<file path="src/rtl/assert_macros.svh">
// Assertion helpers; all properties are clocked on aclk and held off in reset.
`ifndef ASSERT_MACROS_SVH
`define ASSERT_MACROS_SVH

// Condition holds at every clock edge.
`define ASSERT_ALWAYS(label, cond, msg) \
    label: assert property (@(posedge aclk) disable iff (!aresetn) (cond)) \
        else $error(msg);

// Antecedent implies consequent in the same cycle.
`define ASSERT_IMPL(label, ante, cons, msg) \
    label: assert property (@(posedge aclk) disable iff (!aresetn) (ante) |-> (cons)) \
        else $error(msg);

// Antecedent implies consequent in the next cycle.
`define ASSERT_NEXT(label, ante, cons, msg) \
    label: assert property (@(posedge aclk) disable iff (!aresetn) (ante) |=> (cons)) \
        else $error(msg);

`endif

</file>
<file path="src/rtl/dlt_pkg.sv">
package dlt_pkg;

    localparam int unsigned CNT_W  = 9;
    localparam int unsigned BYTE_W = 8;
    localparam int unsigned ADDR_W = 4;

    localparam logic [CNT_W-1:0] CNT_MAX = 9'd511;

    localparam logic [BYTE_W-1:0] CHAR_NUL = 8'h00;
    localparam logic [BYTE_W-1:0] CHAR_LF  = 8'h0A;
    localparam logic [BYTE_W-1:0] CHAR_CR  = 8'h0D;

    localparam logic [ADDR_W-1:0] ADDR_LINE_OFFSET = 4'h0;
    localparam logic [ADDR_W-1:0] ADDR_CHAR_BUDGET = 4'h4;
    localparam logic [ADDR_W-1:0] ADDR_BYTE_LIMIT  = 4'h8;

    localparam logic KIND_DATA = 1'b0;
    localparam logic KIND_TERM = 1'b1;

    typedef struct packed {
        logic              kind;
        logic [CNT_W-1:0]  count;
        logic [BYTE_W-1:0] data;
        logic [CNT_W-1:0]  index;
    } result_t;

endpackage

</file>
<file path="src/rtl/dbcs_line_truncator.sv">
// Results are registered (output register, or skid entry while m_* stalls). Throughput:
// one source byte per cycle while s_tready is high; the output register plus a one-entry
// skid stage keep s_tready high while a result waits; only two stalled results block input.
// Reset (aresetn, synchronous, active low): registers and counters clear, the line
// starts finished and ignores bytes until a request with the start flag arrives.
`include "assert_macros.svh"

module dbcs_line_truncator (
    input  logic                      aclk,
    input  logic                      aresetn,
    // source byte channel
    input  logic                      s_tvalid,
    output logic                      s_tready,
    input  logic [7:0]                s_tdata,   // [7:0] src_byte
    input  logic                      s_tuser,   // [0] start_flag
    // result channel
    output logic                      m_tvalid,
    input  logic                      m_tready,
    output logic [31:0]               m_tdata,   // [8:0] dest_index, [16:9] dest_byte,
                                                 // [25:17] kept_count, [31:26] zero
    output logic                      m_tuser,   // [0] result_kind
    output logic                      m_tlast,   // last_flag
    // configuration
    input  logic                      psel,
    input  logic                      penable,
    input  logic                      pwrite,
    input  logic [dlt_pkg::ADDR_W-1:0] paddr,
    input  logic [31:0]               pwdata,
    output logic [31:0]               prdata,
    output logic                      pready
);
    import dlt_pkg::*;

    // ---------------------------------------------------------------
    // Configuration registers
    // ---------------------------------------------------------------
    logic [BYTE_W-1:0] line_offset_reg;
    logic [BYTE_W-1:0] char_budget_reg;
    logic [BYTE_W-1:0] byte_limit_reg;
    logic              cfg_wr;

    assign pready = 1'b1;
    assign cfg_wr = psel && penable && pwrite && pready;

    always_ff @(posedge aclk) begin
        if (!aresetn) begin
            line_offset_reg <= '0;
            char_budget_reg <= '0;
            byte_limit_reg  <= '0;
        end else if (cfg_wr) begin
            case (paddr)
                ADDR_LINE_OFFSET: line_offset_reg <= pwdata[BYTE_W-1:0];
                ADDR_CHAR_BUDGET: char_budget_reg <= pwdata[BYTE_W-1:0];
                ADDR_BYTE_LIMIT:  byte_limit_reg  <= pwdata[BYTE_W-1:0];
                default: ;
            endcase
        end
    end

    always_comb begin
        case (paddr)
            ADDR_LINE_OFFSET: prdata = {24'd0, line_offset_reg};
            ADDR_CHAR_BUDGET: prdata = {24'd0, char_budget_reg};
            ADDR_BYTE_LIMIT:  prdata = {24'd0, byte_limit_reg};
            default:          prdata = '0;
        endcase
    end

    // ---------------------------------------------------------------
    // Line state
    // ---------------------------------------------------------------
    logic [CNT_W-1:0] bytes_written_reg, bytes_written_next;
    logic [CNT_W-1:0] chars_used_reg, chars_used_next;
    logic             trail_pending_reg, trail_pending_next;
    logic             finished_reg, finished_next;

    logic             s_fire;
    logic             has_result;
    result_t          result;

    // start flag rewinds the line before this byte is handled
    logic [CNT_W-1:0] bw_cur, cu_cur;
    logic             trail_cur, fin_cur;

    // write position offset + 1 + written, and the two-byte fit test
    logic [CNT_W:0]   write_pos;
    logic [CNT_W:0]   pair_end;
    logic             room_ok, budget_ok, pair_over;
    logic [CNT_W:0]   bw_plus1, bw_plus2, cu_plus1, cu_plus2;
    logic [CNT_W-1:0] bw_sat1, bw_sat2, cu_sat1, cu_sat2;

    assign s_fire = s_tvalid && s_tready;

    always_comb begin
        bw_cur    = s_tuser ? '0 : bytes_written_reg;
        cu_cur    = s_tuser ? '0 : chars_used_reg;
        trail_cur = s_tuser ? 1'b0 : trail_pending_reg;
        fin_cur   = s_tuser ? 1'b0 : finished_reg;

        write_pos = {2'b00, line_offset_reg} + {1'b0, bw_cur} + 10'd1;
        pair_end  = {2'b00, line_offset_reg} + {1'b0, bw_cur} + 10'd2;
        room_ok   = write_pos < {2'b00, byte_limit_reg};
        budget_ok = cu_cur < {1'b0, char_budget_reg};
        pair_over = pair_end > {2'b00, byte_limit_reg};

        bw_plus1 = {1'b0, bw_cur} + 10'd1;
        bw_plus2 = {1'b0, bw_cur} + 10'd2;
        cu_plus1 = {1'b0, cu_cur} + 10'd1;
        cu_plus2 = {1'b0, cu_cur} + 10'd2;
        bw_sat1  = bw_plus1[CNT_W] ? CNT_MAX : bw_plus1[CNT_W-1:0];
        bw_sat2  = bw_plus2[CNT_W] ? CNT_MAX : bw_plus2[CNT_W-1:0];
        cu_sat1  = cu_plus1[CNT_W] ? CNT_MAX : cu_plus1[CNT_W-1:0];
        cu_sat2  = cu_plus2[CNT_W] ? CNT_MAX : cu_plus2[CNT_W-1:0];

        bytes_written_next = bw_cur;
        chars_used_next    = cu_cur;
        trail_pending_next = trail_cur;
        finished_next      = fin_cur;
        has_result         = 1'b0;
        result.kind        = KIND_DATA;
        result.index       = bw_cur;
        result.data        = s_tdata;
        result.count       = '0;

        if (fin_cur) begin
            // idle between lines: byte dropped
        end else if (trail_cur) begin
            // trail byte of a DBCS pair: written unchecked
            has_result         = 1'b1;
            result.index       = bw_plus1[CNT_W-1:0];
            trail_pending_next = 1'b0;
            bytes_written_next = bw_sat2;
            chars_used_next    = cu_sat2;
        end else if (!room_ok || !budget_ok) begin
            has_result         = 1'b1;
            result.kind        = KIND_TERM;
            result.data        = CHAR_NUL;
            result.count       = budget_ok ? bw_cur : '0;
            finished_next      = 1'b1;
        end else if (s_tdata == CHAR_NUL) begin
            has_result         = 1'b1;
            result.kind        = KIND_TERM;
            result.data        = CHAR_NUL;
            finished_next      = 1'b1;
        end else if (s_tdata[BYTE_W-1]) begin
            // lead byte: the whole pair must fit
            has_result = 1'b1;
            if (pair_over) begin
                result.kind   = KIND_TERM;
                result.data   = CHAR_NUL;
                result.count  = bw_cur;
                finished_next = 1'b1;
            end else begin
                trail_pending_next = 1'b1;
            end
        end else begin
            chars_used_next = cu_sat1;
            if (s_tdata != CHAR_CR && s_tdata != CHAR_LF) begin
                has_result         = 1'b1;
                bytes_written_next = bw_sat1;
            end
        end
    end

    always_ff @(posedge aclk) begin
        if (!aresetn) begin
            bytes_written_reg <= '0;
            chars_used_reg    <= '0;
            trail_pending_reg <= 1'b0;
            finished_reg      <= 1'b1;
        end else if (s_fire) begin
            bytes_written_reg <= bytes_written_next;
            chars_used_reg    <= chars_used_next;
            trail_pending_reg <= trail_pending_next;
            finished_reg      <= finished_next;
        end
    end

    // ---------------------------------------------------------------
    // Output register with one skid entry
    // ---------------------------------------------------------------
    logic    out_valid_reg, skid_valid_reg;
    result_t out_reg, skid_reg;
    logic    push, pop;

    assign s_tready = !skid_valid_reg;
    assign push     = s_fire && has_result;
    assign pop      = out_valid_reg && m_tready;

    always_ff @(posedge aclk) begin
        if (!aresetn) begin
            out_valid_reg  <= 1'b0;
            skid_valid_reg <= 1'b0;
        end else if (out_valid_reg && !pop) begin
            if (push) begin
                skid_valid_reg <= 1'b1;
            end
        end else if (skid_valid_reg) begin
            out_valid_reg  <= 1'b1;
            skid_valid_reg <= 1'b0;
        end else begin
            out_valid_reg <= push;
        end
    end

    always_ff @(posedge aclk) begin
        if (out_valid_reg && !pop) begin
            if (push) begin
                skid_reg <= result;
            end
        end else if (skid_valid_reg) begin
            out_reg <= skid_reg;
        end else if (push) begin
            out_reg <= result;
        end
    end

    assign m_tvalid = out_valid_reg;
    assign m_tdata  = {6'd0, out_reg.count, out_reg.data, out_reg.index};
    assign m_tuser  = out_reg.kind;
    assign m_tlast  = 1'b1;   // every request yields at most one result

    // ---------------------------------------------------------------
    // Assertions
    // ---------------------------------------------------------------
    `ASSERT_ALWAYS(a_skid_behind_out, !skid_valid_reg || out_valid_reg, "skid full, output empty")
    `ASSERT_ALWAYS(a_trail_open_line, !trail_pending_reg || !finished_reg, "trail pending after finish")
    `ASSERT_ALWAYS(a_bytes_le_chars, bytes_written_reg <= chars_used_reg, "bytes exceed chars")
    `ASSERT_NEXT(a_term_finishes, push && result.kind == KIND_TERM, finished_reg, "terminator without finish")
    `ASSERT_NEXT(a_idle_drops, s_fire && finished_reg && !s_tuser, $stable(finished_reg) && !trail_pending_reg, "finished line moved")

endmodule

</file>
<file path="config.mk">
export PLATFORM = sky130hd
export DESIGN_NAME = dbcs_line_truncator
export DESIGN_NICKNAME = d
export VERILOG_FILES = /design/src/rtl/dlt_pkg.sv /design/src/rtl/dbcs_line_truncator.sv
export VERILOG_INCLUDE_DIRS = /design/src /design/src/rtl
export SDC_FILE = /design/constraint.sdc
export NUM_CORES = 1
export LEC_CHECK = 0
export ABC_AREA = 1
export BUFFER_PORTS_ARGS = -buffer_cell sky130_fd_sc_hd__buf_2
export CAP_MARGIN = 10
export CORE_UTILIZATION = 52
export DETAILED_ROUTE_END_ITERATION = 12
export MAX_ROUTING_LAYER = met4
export PLACE_DENSITY = 0.78
export SYNTH_ARGS = -nofsm -noshare
export SYNTH_HDL_FRONTEND = slang
export SYNTH_SLANG_ARGS = --single-unit
</file>
<file path="constraint.sdc">
create_clock -name aclk -period 5 [get_ports aclk]
set_input_delay 0.25 -clock aclk [delete_from_list [all_inputs] [get_ports aclk]]
set_output_delay 0.25 -clock aclk [all_outputs]
set_load 0.1 [all_outputs]
</file>
-- Yosys cells after proc, flatten, opt, wreduce, memory -nomap -nowiden
Cells that the tools add are included.
- bits in registers: 100
- input port bits: 52
- output and inout port bits: 69
- word-level logic and storage cells: 104
- add/sub/neg operators: 7
- $lt $le $gt $ge: 3
- equality and inequality tests: 4
- mux-type cells: 51
- bitwise logic cells: 1
- reduce and logical (&&, ||, !) cells: 21
- operators with widths (kind ; count):
    two-way mux 9 bit ; 20
    two-way mux 27 bit ; 3
    two-way mux 18 bit ; 4
    one-hot mux 8 bit (3 select lines) ; 1
    two-way mux 1 bit ; 22
    adder 9 x 1 -> 10 bit (second input constant) ; 2
    adder 9 x 2 -> 10 bit (second input constant) ; 2
    != test 8 x 4 -> 1 bit (second input constant) ; 2
    AND reduction 2 bit ; 6
    adder 10 x 1 -> 10 bit (second input constant) ; 1
    adder 10 x 2 -> 10 bit (second input constant) ; 1
    adder 8 x 9 -> 10 bit ; 1
    > comparator 10 x 8 -> 1 bit ; 1
    less-than comparator 10 x 8 -> 1 bit ; 1
    less-than comparator 9 x 8 -> 1 bit ; 1
    logical NOT 8 bit ; 1
    two-way mux 8 bit ; 1
    logical AND 1 bit ; 7
    equality test 4 x 3 -> 1 bit (second input constant) ; 1
    equality test 4 bit (second input constant) ; 1
    logical NOT 1 bit ; 4
    logical NOT 4 bit ; 1
    nonzero test 2 bit ; 1
    logical OR 1 bit ; 1
    NOT 1 bit ; 1

-- Logic depth before layout (Yosys ltp)
- depth in word-level cells: 12
- mapped depth: 32
- gate-level depth less buffers: 32

-- Least setup slack after synthesis
OpenSTA, ideal clock, no wires.
- path type: input port to flip-flop
- start point: in s_tuser
- end point: reg out_reg, in the netlist m_tdata[0], enable pin
- setup time: 420 ps
- data arrival time: 4376 ps
- data required time: 4580 ps
- path slack: 204 ps
- cell stages on the path: 26
- buffers on the path: 1
- cell sequence: clkbuf_1 nor2_1 ha_1 ha_1 inv_1 nand2_1 nand3_1 nand2_2 inv_2 ha_1 inv_1 nor2_2 nand2_1 xnor2_1 inv_1 ha_1 nand4_1 o21ai_0 o311ai_0 nand2_1 nor2_2 nand3_4 nor2_8 nand3_1 nand2_1 a21oi_1
- longest elaborated chain between the ends: 12
- elaborated cells between the ends (all ways): 17
- those cells by class: add/sub (2); order compare (2); mux (7); reduce/logical (6)
- RTL lines (element ; RTL line ; text):
    start, declared ; dbcs_line_truncator.sv:15 ; input logic s_tuser,
    two-way mux 9 bit ; dbcs_line_truncator.sv:95 ; bw_cur = s_tuser ? '0 : bytes_written_reg;
    adder 8 x 9 -> 10 bit ; dbcs_line_truncator.sv:100 ; write_pos = {2'b00, line_offset_reg} + {1'b0, bw_cur} + 10'd1;
    adder 10 x 1 -> 10 bit ; dbcs_line_truncator.sv:100 ;
    less-than comparator 10 x 8 -> 1 bit ; dbcs_line_truncator.sv:102 ; room_ok = write_pos < {2'b00, byte_limit_reg};
    logical NOT 1 bit ; dbcs_line_truncator.sv:134 ; end else if (!room_ok || !budget_ok) begin
    logical OR 1 bit ; dbcs_line_truncator.sv:134 ;
    two-way mux 1 bit ; dbcs_line_truncator.sv:134 ;
    two-way mux 1 bit ; dbcs_line_truncator.sv:127 ; end else if (trail_cur) begin
    two-way mux 1 bit (*) ; dbcs_line_truncator.sv:125 ; if (fin_cur) begin
    logical AND 1 bit (*) ; dbcs_line_truncator.sv:187 ; assign push = s_fire && has_result;
    nonzero test 2 bit (no line) (*) ; n/a ;
    AND reduction 2 bit (no line) (*) ; n/a ;
    end signal, assigned ; dbcs_line_truncator.sv:212 ; out_reg <= skid_reg;
    end signal, assigned ; dbcs_line_truncator.sv:214 ; out_reg <= result;
    end, declared ; dbcs_line_truncator.sv:183 ; result_t out_reg, skid_reg;
Mark *: on every way between the ends. The rest lies on a longest branch, timed or not.
A chain may end at the register's enable or synchronous reset.

-- Worst setup path after layout
- start point: reg bytes_written_reg[0]
- end point: reg out_reg, in the netlist m_tdata[18], enable pin
- longest elaborated chain between the ends: 12
- RTL lines (element ; RTL line ; text):
    start, declared ; dbcs_line_truncator.sv:72 ; logic [CNT_W-1:0] bytes_written_reg, bytes_written_next;
    start signal, assigned ; dbcs_line_truncator.sv:172 ; bytes_written_reg <= bytes_written_next;
    two-way mux 9 bit ; dbcs_line_truncator.sv:95 ;
    adder 8 x 9 -> 10 bit ; dbcs_line_truncator.sv:100 ;
    adder 10 x 1 -> 10 bit ; dbcs_line_truncator.sv:100 ;
    less-than comparator 10 x 8 -> 1 bit ; dbcs_line_truncator.sv:102 ;
    logical NOT 1 bit ; dbcs_line_truncator.sv:134 ;
    logical OR 1 bit ; dbcs_line_truncator.sv:134 ;
    two-way mux 1 bit ; dbcs_line_truncator.sv:134 ;
    two-way mux 1 bit ; dbcs_line_truncator.sv:127 ;
    two-way mux 1 bit ; dbcs_line_truncator.sv:125 ;
    logical AND 1 bit ; dbcs_line_truncator.sv:187 ;
    nonzero test 2 bit (no line) ; n/a ;
    AND reduction 2 bit (no line) ; n/a ;
No other way between the ends.

==> tab_implementation.tex <==
\begin{tabular}{lr}
\hline
Metric & Value \\
\hline
\multicolumn{2}{l}{\textbf{Outcome}} \\
\quad Result of the run & completed \\
\multicolumn{2}{l}{\textbf{Synthesis}} \\
\quad Sequential fraction of the synthesis area & 36.0\% \\
\quad Dominant synthesized flop cell & sky130\_fd\_sc\_hd\_\_edfxtp\_1 \\
\quad Synthesis-stage register bit count & 100 \\
\quad Post-synthesis async set-or-reset flop share & 0\% \\
\quad Number of enable-type register cells in the synthesized netlist & 54 \\
\quad Number of warning messages in the yosys log & 0 \\
\quad Area share of the largest cell type after synthesis & 23.0\% \\
\quad Post-synthesis cell type with the largest combined area & sky130\_fd\_sc\_hd\_\_edfxtp\_1 \\
\quad Avg Cell Area, Syn & 7.25 um2 \\
\quad Synthesized instance count & 974 \\
\quad Syn Std Cell Area & 7060 um2 \\
\quad Most common cell in the synthesized netlist & sky130\_fd\_sc\_hd\_\_nand2\_1 \\
\quad Number of different library cells in the post-synthesis netlist & between 40 and 50 \\
\quad Cells taking the most area after synthesis & sky130\_fd\_sc\_hd\_\_edfxtp\_1, sky130\_fd\_sc\_hd\_\_dfxtp\_1, sky130\_fd\_sc\_hd\_\_nand2\_1 \\
\quad Cell types with the highest counts after synthesis & sky130\_fd\_sc\_hd\_\_nand2\_1, sky130\_fd\_sc\_hd\_\_inv\_1, sky130\_fd\_sc\_hd\_\_nor2\_1, sky130\_fd\_sc\_hd\_\_o21ai\_0, sky130\_fd\_sc\_hd\_\_nand3\_1 \\
\multicolumn{2}{l}{\textbf{Timing}} \\
\quad Setup TNS & 0 ns \\
\quad Upper clock frequency limit & 222 MHz \\
\quad Slew at the pin with the worst max-slew slack & 0.962 ns \\
\quad RSZ-0062 raised after global routing & false \\
\quad Time the worst path needs with I/O delays and setup & 4.51 ns \\
\quad Period utilization & 90.3\% \\
\quad Worst hold margin & 0.170 ns \\
\quad Clock Skews & 0.0151 ns \\
\quad Headroom to the max-slew limit & 35.8\% \\
\quad Final Slew Violations & 0 \\
\quad Finish-stage setup viols & 0 \\
\quad Number of failing hold endpoints at the final stage & 0 \\
\multicolumn{2}{l}{\textbf{CTS}} \\
\quad H-Tree Level Count & 3 \\
\quad Hold-fix buffer count after cts & 0 \\
\quad Longest Clk Path Bufs & 2 \\
\quad Clk root buf & sky130\_fd\_sc\_hd\_\_clkbuf\_16 \\
\quad Clock sink count & 100 \\
\quad Clock slew at the register clock pins of the worst setup and hold paths & 0.08 ns \\
\quad Setup bufs post-CTS & 0 \\
\quad Number of gates given a new drive strength after cts & 0 \\
\quad Clk Latency, worst-skew pair & 0.37 ns \\
\quad Clock tree from TritonCTS & built \\
\quad Number of buffers inserted during clock tree synthesis & 9 \\
\multicolumn{2}{l}{\textbf{Die}} \\
\quad Die area & about 14000 um2 \\
\quad Top-Level Pins & 121 \\
\quad Area inside the core boundary & around 13000 um2 \\
\quad Die outline height & around 120 um \\
\quad Core Rows & 42 \\
\quad X dimension of the die & 119 um \\
\quad Effective utilization at floorplan & 53.3\% \\
\multicolumn{2}{l}{\textbf{Power}} \\
\quad Peak supply drop & 0.000171 V \\
\quad P per Cell Area & 286 nW/um2 \\
\quad Leakage power of the design & between 3 and 4 nW \\
\multicolumn{2}{l}{\textbf{Global route}} \\
\quad Number of global-route vias before repair & roughly 6000 \\
\quad Initial antenna violation count & 0 \\
\quad Largest net degree at the start of global routing & 47 \\
\quad Overall routing resource usage & 26.1\% \\
\quad First-pass GRT wire length & between 20000 and 30000 um \\
\quad GRT overflow & 0 \\
\multicolumn{2}{l}{\textbf{Route}} \\
\quad Count of antenna-violating nets left after detailed routing & 0 \\
\quad Average wire per cell in the routed design & 14.1 um \\
\quad Vias per std cell & roughly 5.3 \\
\quad Final wirelength & about 17000 um \\
\quad Vias after detailed routing & 6467 \\
\quad Number of DRC markers in iteration 0 & 545 \\
\quad Drc violations & 0 \\
\quad First drt pass iteration count & 6 \\
\multicolumn{2}{l}{\textbf{Finish}} \\
\quad Proportion of layout cells with a drive suffix above 1 & between 10 and 15\% \\
\quad Layout overhead on the synthesized area & 9.61\% \\
\quad Final \#Nets & 1116 \\
\quad Filler cells & around 1300 \\
\quad Area of all placed cells without fillers & 7740 um2 \\
\quad Flip-flop count of the largest register after layout & 27 \\
\quad Number of inserted diodes & 0 \\
\multicolumn{2}{l}{\textbf{Critical path}} \\
\quad Register-to-register setup slack & 0.49 ns \\
\quad Most repeated library cell on the critical path & sky130\_fd\_sc\_hd\_\_nand2\_1 \\
\quad Signal arrival time at the worst endpoint & 4.60 ns \\
\quad Worst Setup Path Type & flop to flop \\
\quad Endpoint kind of the worst setup timing path & flop \\
\quad Worst Setup Start Kind & flop \\
\quad Critical Path RT & 5.09 ns \\
\quad Worst path slowest cell & sky130\_fd\_sc\_hd\_\_dfxtp\_1 \\
\quad Biggest fanout along the worst timing path & 27 \\
\quad Maximum single-stage delay on the critical path & between 0.4 and 0.5 ns \\
\multicolumn{2}{l}{\textbf{Worst hold path}} \\
\quad Class of the tightest hold or removal check & primary input to flop \\
\multicolumn{2}{l}{\textbf{Flow run}} \\
\quad Max Cap Viol & 0 \\
\multicolumn{2}{l}{\textbf{Place}} \\
\quad Hpwl dp & 12600 um \\
\quad Final weighted congestion in routability-driven placement & 0.963 \\
\quad Port-buffer cells & 64 \\
\quad DP Area & $\sim$7400 um2 \\
\hline
\end{tabular}
path summary, 6_finish.rpt:
kind                        startpoint                 end  cells after the start
setup / recovery  bytes_written_reg[0]         m_tdata[18]                     27
hold / removal                m_tready            m_tvalid                      4
setup reg to reg  bytes_written_reg[0]         m_tdata[18]                     27
hold reg to reg     char_budget_reg[7]  char_budget_reg[7]                      2
worst max-delay path, delay by kind of cell, from the launching register on:
family	cells	cell delay [ns]
AOI/OAI and AO/OA	3	0.44
adders and majority gates	3	0.67
and+or+nand+nor	16	2.04
xor gates and xnor gates	1	0.14
buffers and inverters	4	0.47
DFF	1	0.46
where the power goes:
| part | leakage (nW) | switching, mW | internal, mW |
|---|---|---|---|
| clock network | 0.143 | 0.342 | 0.349 |
| registers | 0.896 | 0.0206 | 0.905 |
| logic | 2.46 | 0.475 | 0.122 |
placed cells by master (no fill, tap or decap), types with 5 or more instances in the layout:
cell,n
sky130_fd_sc_hd__nand2_2,9
sky130_fd_sc_hd__clkbuf_16,9
sky130_fd_sc_hd__o221ai_1,7
sky130_fd_sc_hd__dfxtp_1,46
sky130_fd_sc_hd__buf_4,11
sky130_fd_sc_hd__conb_1,32
sky130_fd_sc_hd__nor2_1,91
sky130_fd_sc_hd__inv_1,114
sky130_fd_sc_hd__a21oi_1,65
sky130_fd_sc_hd__nor2_2,17
sky130_fd_sc_hd__nor3_2,7
sky130_fd_sc_hd__nand4_1,10
sky130_fd_sc_hd__o21ai_1,5
sky130_fd_sc_hd__nor3_1,10
sky130_fd_sc_hd__edfxtp_1,54
sky130_fd_sc_hd__a221oi_1,5
sky130_fd_sc_hd__a211oi_1,8
sky130_fd_sc_hd__nand2_1,227
sky130_fd_sc_hd__inv_2,8
sky130_fd_sc_hd__o21ai_0,70
sky130_fd_sc_hd__nand3_1,67
sky130_fd_sc_hd__buf_2,64
sky130_fd_sc_hd__nand2_4,9
sky130_fd_sc_hd__xor2_1,16
sky130_fd_sc_hd__ha_1,32
kinds of logic after synthesis:
logic type | after synthesis | share of synthesized area (%)
adder cells (fa/ha/maj) | 32 | 5.67
other | 2 | 0.106
AO/OA/AOI/OAI | 179 | 14.2
buffers and inverters | 184 | 11.8
AND/OR/NAND/NOR | 459 | 29.9
XOR/XNOR | 18 | 2.23
flip-flops | 100 | 36.0
through the flow:
step	setup slack (ns)	total power, mW	utilization, %	cells
after detailed placement	0.561	1.53	56.2	1197
final	0.486	2.21	58.4	1213
after global placement	0.640	1.53	56.2	1197
after floorplan	0.204	1.45	-	1004
after global routing	0.0434	2.31	58.4	1213
after CTS	0.529	2.22	58.4	1213
routing by layer:
metal / part of all wire [%] / global-route usage (%) / vias to the layer above
met5: 0 / - / -
met4: 3.0 / 12.2 / 0
met3: 6.7 / 3.28 / 41
met2: 46 / 41.1 / 263
met1: 45 / 33.4 / 2888
li1: - / - / 3275
layout make-up:
| type | instances | area [um2] | share of cell area [%] |
|---|---|---|---|
| multi-input combinational | 720 | 3800 | 49.1 |
| sequential | 100 | 2540 | 32.9 |
| inverter | 126 | 478 | 6.18 |
| timing repair buffer | 75 | 403 | 5.21 |
| clock buffer | 9 | 225 | 2.91 |
| tap | 176 | 220 | 2.85 |
| clock inverter | 7 | 66.3 | 0.857 |
(Power assumes the default switching activity.)
